===== config.mk =====
export PLATFORM = sky130hd
export DESIGN_NAME = waypoint_heading_controller
export DESIGN_NICKNAME = d
export VERILOG_FILES = /design/src/hdl/whc_pkg.sv /design/src/hdl/waypoint_heading_controller.sv
export SDC_FILE = /design/constraint.sdc
export NUM_CORES = 1
export LEC_CHECK = 0
export BUFFER_PORTS_ARGS = -buffer_cell sky130_fd_sc_hd__buf_2
export CORE_MARGIN = 2
export CORE_UTILIZATION = 55
export CTS_BUF_LIST = sky130_fd_sc_hd__clkbuf_2
export CTS_CLUSTER_DIAMETER = 80
export DETAILED_ROUTE_END_ITERATION = 6
export PLACE_DENSITY_LB_ADDON = 0.05
export REMOVE_ABC_BUFFERS = 1
export SYNTH_ARGS = -nofsm -noshare
export SYNTH_HDL_FRONTEND = slang
export SYNTH_SLANG_ARGS = --single-unit

===== constraint.sdc =====
create_clock -name aclk -period 7.4 [get_ports aclk]
set_input_delay 1.48 -clock aclk [delete_from_list [all_inputs] [get_ports aclk]]
set_output_delay 1.48 -clock aclk [all_outputs]
set_load 0.01 [all_outputs]

===== src/hdl/whc_pkg.sv =====
package whc_pkg;

    localparam int CordicSteps = 16;
    localparam int CordicW = 27;
    localparam int StepW = 5;

    typedef struct packed {
        logic signed [15:0] pos_x;
        logic signed [15:0] pos_y;
        logic signed [15:0] heading;
    } whc_in_t;

    typedef struct packed {
        logic [1:0] motion_command;
        logic [1:0] phase;
        logic       aligned;
        logic       arrived;
    } whc_out_t;

    typedef enum logic [1:0] {
        CMD_STOP = 2'd0,
        CMD_CCW  = 2'd1,
        CMD_CW   = 2'd2,
        CMD_FWD  = 2'd3
    } whc_cmd_t;

    typedef enum logic [1:0] {
        PH_AIM   = 2'd0,
        PH_FINAL = 2'd1,
        PH_DONE  = 2'd2,
        PH_SPARE = 2'd3
    } whc_phase_t;

    typedef enum logic [1:0] {
        ST_IDLE,
        ST_ROT,
        ST_DECIDE,
        ST_OUT
    } whc_state_t;

    localparam logic [2:0] REG_TX = 3'd0;
    localparam logic [2:0] REG_TY = 3'd1;
    localparam logic [2:0] REG_FH = 3'd2;
    localparam logic [2:0] REG_DM = 3'd3;
    localparam logic [2:0] REG_HM = 3'd4;

    // arctangent of 2^-i as a 32 bit binary angle
    function automatic logic [31:0] atan_entry(input logic [StepW-1:0] i);
        logic [31:0] r;
        begin
            case (i)
                5'd0:  r = 32'd536870912;
                5'd1:  r = 32'd316933406;
                5'd2:  r = 32'd167458907;
                5'd3:  r = 32'd85004756;
                5'd4:  r = 32'd42667331;
                5'd5:  r = 32'd21354465;
                5'd6:  r = 32'd10680094;
                5'd7:  r = 32'd5340245;
                5'd8:  r = 32'd2670163;
                5'd9:  r = 32'd1335087;
                5'd10: r = 32'd667544;
                5'd11: r = 32'd333772;
                5'd12: r = 32'd166886;
                5'd13: r = 32'd83443;
                5'd14: r = 32'd41722;
                5'd15: r = 32'd20861;
                5'd16: r = 32'd10430;
                5'd17: r = 32'd5215;
                5'd18: r = 32'd2608;
                5'd19: r = 32'd1304;
                5'd20: r = 32'd652;
                5'd21: r = 32'd326;
                5'd22: r = 32'd163;
                5'd23: r = 32'd81;
                default: r = 32'd0;
            endcase
            return r;
        end
    endfunction

endpackage


===== src/hdl/waypoint_heading_controller.sv =====
// channel | direction | handshake         | payload
// s_      | in        | s_valid/s_ready   | whc_in_t  (pos_x, pos_y, heading)
// m_      | out       | m_valid/m_ready   | whc_out_t (command, phase, flags)
// a word's result is formed by 16 rotations of the shared cordic stage, then the
// decide state loads the result register, and m_valid is raised in the out state
// no new word is taken while one is in flight or its result is pending; the next word
// can be taken in the cycle after a result is handed over
// reset (aresetn low, synchronous) returns the phase to aim and the registers to
// their defaults; a stalled result simply holds in the output register
module waypoint_heading_controller import whc_pkg::*; (
    input  logic        aclk,
    input  logic        aresetn,
    input  logic        s_valid,
    output logic        s_ready,
    input  whc_in_t     s_data,
    output logic        m_valid,
    input  logic        m_ready,
    output whc_out_t    m_data,
    input  logic        psel,
    input  logic        penable,
    input  logic        pwrite,
    input  logic [4:0]  paddr,
    input  logic [31:0] pwdata,
    output logic [31:0] prdata,
    output logic        pready
);

    logic signed [15:0] tx_reg, ty_reg, fh_reg;
    logic [14:0]        dm_reg, hm_reg;
    whc_state_t         st_reg, st_next;
    whc_phase_t         mode_reg, mode_next;
    logic signed [CordicW-1:0] cx_reg, cy_reg, cx_next, cy_next;
    logic [31:0]        acc_reg, acc_next;
    logic [StepW-1:0]   step_reg, step_next;
    logic signed [15:0] hd_reg;
    logic               arr_reg, zero_reg;
    whc_out_t           out_reg, out_next;
    logic               arr_next, zero_next;
    logic signed [16:0] dx, dy;
    logic [16:0]        adx, ady;
    logic signed [CordicW-1:0] shx, shy;
    logic [15:0]        brg, err, ferr;
    logic [16:0]        aerr, aferr;
    logic               aln;
    logic [2:0]         ridx;

    assign pready = 1'b1;
    assign ridx = paddr[4:2];

    // register file
    always_ff @(posedge aclk) begin
        if (!aresetn) begin
            tx_reg <= 16'sd1408;
            ty_reg <= -16'sd1536;
            fh_reg <= -16'sd26214;
            dm_reg <= 15'd26;
            hm_reg <= 15'd1638;
        end else if (psel && penable && pwrite) begin
            case (ridx)
                REG_TX: tx_reg <= pwdata[15:0];
                REG_TY: ty_reg <= pwdata[15:0];
                REG_FH: fh_reg <= pwdata[15:0];
                REG_DM: dm_reg <= pwdata[14:0];
                REG_HM: hm_reg <= pwdata[14:0];
                default: ;
            endcase
        end
    end

    always_comb begin
        case (ridx)
            REG_TX: prdata = {{16{tx_reg[15]}}, tx_reg};
            REG_TY: prdata = {{16{ty_reg[15]}}, ty_reg};
            REG_FH: prdata = {{16{fh_reg[15]}}, fh_reg};
            REG_DM: prdata = {17'd0, dm_reg};
            REG_HM: prdata = {17'd0, hm_reg};
            default: prdata = 32'd0;
        endcase
    end

    // input differences and distance box
    assign dx  = 17'(tx_reg) - 17'(s_data.pos_x);
    assign dy  = 17'(ty_reg) - 17'(s_data.pos_y);
    assign adx = dx[16] ? 17'(-dx) : dx;
    assign ady = dy[16] ? 17'(-dy) : dy;

    // shared cordic stage, arithmetic shifts floor
    assign shx = cx_reg >>> step_reg;
    assign shy = cy_reg >>> step_reg;

    // bearing rounding and heading errors
    assign brg   = zero_reg ? 16'd0 : 16'((acc_reg + 32'h8000) >> 16);
    assign err   = hd_reg - brg;
    assign ferr  = hd_reg - fh_reg;
    assign aerr  = err[15] ? 17'(-$signed({err[15], err})) : {1'b0, err};
    assign aferr = ferr[15] ? 17'(-$signed({ferr[15], ferr})) : {1'b0, ferr};
    assign aln   = aerr <= {2'b0, hm_reg};

    always_ff @(posedge aclk) begin
        if (!aresetn) begin
            st_reg   <= ST_IDLE;
            mode_reg <= PH_AIM;
        end else begin
            st_reg   <= st_next;
            mode_reg <= mode_next;
        end
    end

    always_ff @(posedge aclk) begin
        cx_reg   <= cx_next;
        cy_reg   <= cy_next;
        acc_reg  <= acc_next;
        step_reg <= step_next;
        arr_reg  <= arr_next;
        zero_reg <= zero_next;
        out_reg  <= out_next;
        if (s_valid && s_ready) hd_reg <= s_data.heading;
    end

    // sequencer
    always_comb begin
        st_next   = st_reg;
        mode_next = mode_reg;
        cx_next   = cx_reg;
        cy_next   = cy_reg;
        acc_next  = acc_reg;
        step_next = step_reg;
        arr_next  = arr_reg;
        zero_next = zero_reg;
        out_next  = out_reg;
        s_ready   = 1'b0;
        case (st_reg)
            ST_IDLE: begin
                s_ready = 1'b1;
                if (s_valid) begin
                    arr_next  = adx <= {2'b0, dm_reg} && ady <= {2'b0, dm_reg};
                    zero_next = dx == 17'sd0 && dy == 17'sd0;
                    step_next = '0;
                    if (dx[16]) begin
                        cx_next  = -(CordicW'(dx) <<< 8);
                        cy_next  = -(CordicW'(dy) <<< 8);
                        acc_next = 32'h8000_0000;
                    end else begin
                        cx_next  = CordicW'(dx) <<< 8;
                        cy_next  = CordicW'(dy) <<< 8;
                        acc_next = 32'd0;
                    end
                    st_next = ST_ROT;
                end
            end
            ST_ROT: begin
                if (!cy_reg[CordicW-1]) begin
                    cx_next  = cx_reg + shy;
                    cy_next  = cy_reg - shx;
                    acc_next = acc_reg + atan_entry(step_reg);
                end else begin
                    cx_next  = cx_reg - shy;
                    cy_next  = cy_reg + shx;
                    acc_next = acc_reg - atan_entry(step_reg);
                end
                step_next = step_reg + 1'b1;
                if (step_reg == StepW'(CordicSteps - 1)) st_next = ST_DECIDE;
            end
            ST_DECIDE: begin
                out_next.aligned = aln;
                out_next.arrived = arr_reg;
                out_next.motion_command = CMD_STOP;
                case (mode_reg)
                    PH_AIM: begin
                        if (!aln)
                            out_next.motion_command = (!err[15] && err != 16'd0)
                                ? CMD_CW : CMD_CCW;
                        else if (!arr_reg) out_next.motion_command = CMD_FWD;
                        else mode_next = PH_FINAL;
                    end
                    PH_FINAL: begin
                        if (aferr <= {2'b0, hm_reg}) mode_next = PH_DONE;
                        else out_next.motion_command = CMD_CCW;
                    end
                    default: mode_next = PH_DONE;
                endcase
                out_next.phase = mode_next;
                st_next = ST_OUT;
            end
            ST_OUT: begin
                if (m_ready) st_next = ST_IDLE;
            end
            default: st_next = ST_IDLE;
        endcase
    end

    assign m_valid = st_reg == ST_OUT;
    assign m_data  = out_reg;

endmodule


==> impl_metrics.tcl <==
set metrics [dict create \
    coreArea_um2 45400 \
    hold_path_depth 2 \
    die_y_um 218 \
    final_cells 3824 \
    placed_area_um2 26100 \
    clk_pin_slew_ns 0.10 \
    vias 24300 \
    crit_path_end_kind "flip-flop" \
    grt_max_degree 84 \
    routedWlPerCell_um 20.8 \
    ys_ff_latch 227 \
    dp_hpwl_um 60600 \
    finalSetupViolCount 0 \
    crit_arrival_ns 7.49 \
    wl_um 79500 \
    syn_to_final_growth_pct 6.11 \
    period_share 0.909 \
    postRouteAntennaNets 0 \
    cts_made_buffers 70 \
    rows 78 \
    fin_crit_ns 6.73 \
    hp-start "fh_reg[9]" \
    r2r_end "cx_reg[25]" \
    ys_top_cells_by_area "edfxtp_1, ha_1, dfxtp_1" \
    max_stage_delay_ns 0.95 \
    cts_hold_repair.buffers 0 \
    crit_fanout 15 \
    die_w_um 218 \
    worst_slew_pin_slew_ns 1.31 \
    ys_top_cells_by_count "nand2_1, nor2_1, ha_1" \
    required_ns 8.16 \
    yosysSeqAreaShare 0.226 \
    die_area_um2 47600 \
    synth_warnings 0 \
    fill_cells 4241 \
    clockBufferDepth 3 \
    final_area_um2 26800 \
    drive_gt1_frac 0.126 \
    max_freq_mhz 149 \
    r2r_start "step_reg[1]" \
    outcome "complete, no violations" \
    min_to "fh_reg[9]" \
    worstSetupPathType "flip-flop to flip-flop" \
    critPathTopFamily "compound AO/OA/AOI/OAI gates" \
    cts_num_sinks 227 \
    drc 0 \
    slew_headroom 0.121 \
    critical-path-slowest-cell "edfxtp_1" \
    rsz0062_at_grt "no" \
    r2r_slack_ns 0.67 \
    cts_tree "yes" \
    antenna_found_initial 2 \
    start_kind "flip-flop" \
    htreeDepth 3 \
    start_util 0.556 \
    root_buffer "clkbuf_2" \
    cts_resized 0 \
    gp_congestion 0.988 \
    fin_nets 3497 \
    yosysMostFrequentCell "nand2_1" \
    reg2regPathDepth 20 \
    dr.pass1.iters 6 \
    io_buffers 113 \
    path_buf_inv 1 \
    async_reset_ff_frac 0 \
    holdCritPathClass "flip-flop to flip-flop" \
    place_inst 3696 \
    final-max-slew-violation-count 0 \
    ios 133 \
    overflow 0 \
    synth_edf_count 115 \
    vias_per_cell 6.35 \
    hold_viol_final 0 \
    yosysUniqueCellTypes 103 \
    clock_skew_ns 0.0881 \
    netlist_area_um2 25200 \
    grt_first_pass_wirelength_um 125000 \
    synthFlopType "edfxtp_1" \
    finalSetupTns_ns 0 \
    path_cells "buf_4 > mux2_2 > mux4_2 > or2_1 > a31oi_1 > nand4bb_1 > nor2_1 > mux2_2 > nor2_1 > a311o_1 > ha_1 > o21a_1 > o211ai_1 > nand2_1 > o2111ai_1 > a31o_2 > a211oi_1 > a2111oi_0 > a21oi_1 > mux2i_1" \
    synth_area_per_cell_um2 8.14 \
    clkLatencyLatePin_ns 1.07 \
    drt_iter0_drc 2145 \
    synth_top_area_cell "edfxtp_1" \
    grtUsageTotal 0.330 \
    synthCells 3100 \
    grt_pass1_vias 23200 \
    cap_violations 0 \
    postCtsSetupRepairBufs 0 \
    yosysTopAreaCellShare 0.137 \
]
metrics by stage:
step | setup slack (ns) | hold WS [ns] | utilization
2_1_floorplan | 0.530 | 0.443 | -
3_3_place_gp | 0.889 | 0.452 | 0.576
3_5_place_dp | 0.804 | 0.460 | 0.576
4_1_cts | 0.752 | 0.452 | 0.590
5_1_grt | 0.154 | 0.467 | 0.590
6_report | 0.672 | 0.477 | 0.590
worst register-to-register path, cell delays in order, from the launching register on:
cell and delay, ns:
edfxtp_1 0.95, buf_4 0.39, mux2_2 0.38, mux4_2 0.54, or2_1 0.23, a31oi_1 0.37, nand4bb_1 0.25, nor2_1 0.24
mux2_2 0.36, nor2_1 0.10, a311o_1 0.15, ha_1 0.28, o21a_1 0.21, o211ai_1 0.26, nand2_1 0.11, o2111ai_1 0.20
a31o_2 0.29, a211oi_1 0.09, a2111oi_0 0.73, a21oi_1 0.18, mux2i_1 0.15
kinds of logic after synthesis:
kind of cell	Yosys count	synth area share
mux	136	0.0809
compound gates	888	0.235
simple gates	1041	0.195
xor+xnor	255	0.0895
other cells	1	0.000149
buf+inv	315	0.0537
flops	227	0.226
fa+ha+maj	237	0.120
placed cells by master, fill, tap and decap left out, types with 57 or more instances in the layout:
master	n
clkbuf_2	98
xnor2_1	161
a21boi_0	57
xor2_1	92
o21ai_0	145
a21oi_1	222
ha_1	229
nor3_1	59
nand3_1	75
nand2_1	347
nor2_1	277
inv_1	157
buf_2	113
edfxtp_1	115
dfxtp_1	112
cell type report:
class	instances	area (um2)	area share
Clock buffer	98	490	0.0183
Clock inverter	27	171	0.00640
Sequential cell	227	5700	0.213
Multi-Input combinational cell	2558	18200	0.680
Timing Repair Buffer	150	856	0.0319
Antenna cell	3	7.51	0.000280
Inverter	161	606	0.0226
Tap cell	600	751	0.0280
worst max path at each step:
| stage | startpoint | to | cells after the start |
|---|---|---|---|
| after floorplan | step_reg[1] | cx_reg[23] | 19 |
| after global placement | step_reg[1] | cx_reg[25] | 20 |
| after detailed placement | step_reg[1] | cx_reg[25] | 20 |
| after CTS | step_reg[1] | cx_reg[25] | 20 |
| after global routing | step_reg[1] | cx_reg[25] | 20 |
| final | step_reg[1] | cx_reg[25] | 20 |
per-layer routing:
metal  GRT usage  share of wire  vias to the layer above
li1            -              -                    11600
met2       0.539           0.46                      947
met1       0.449           0.44                    11600
met5           0              0                        -
met3      0.0489          0.074                      171
met4       0.107          0.031                        0
Power is left out: the tool's default activity adds up to more than one toggle a clock period on the data nets, which glitch-free logic cannot reach.
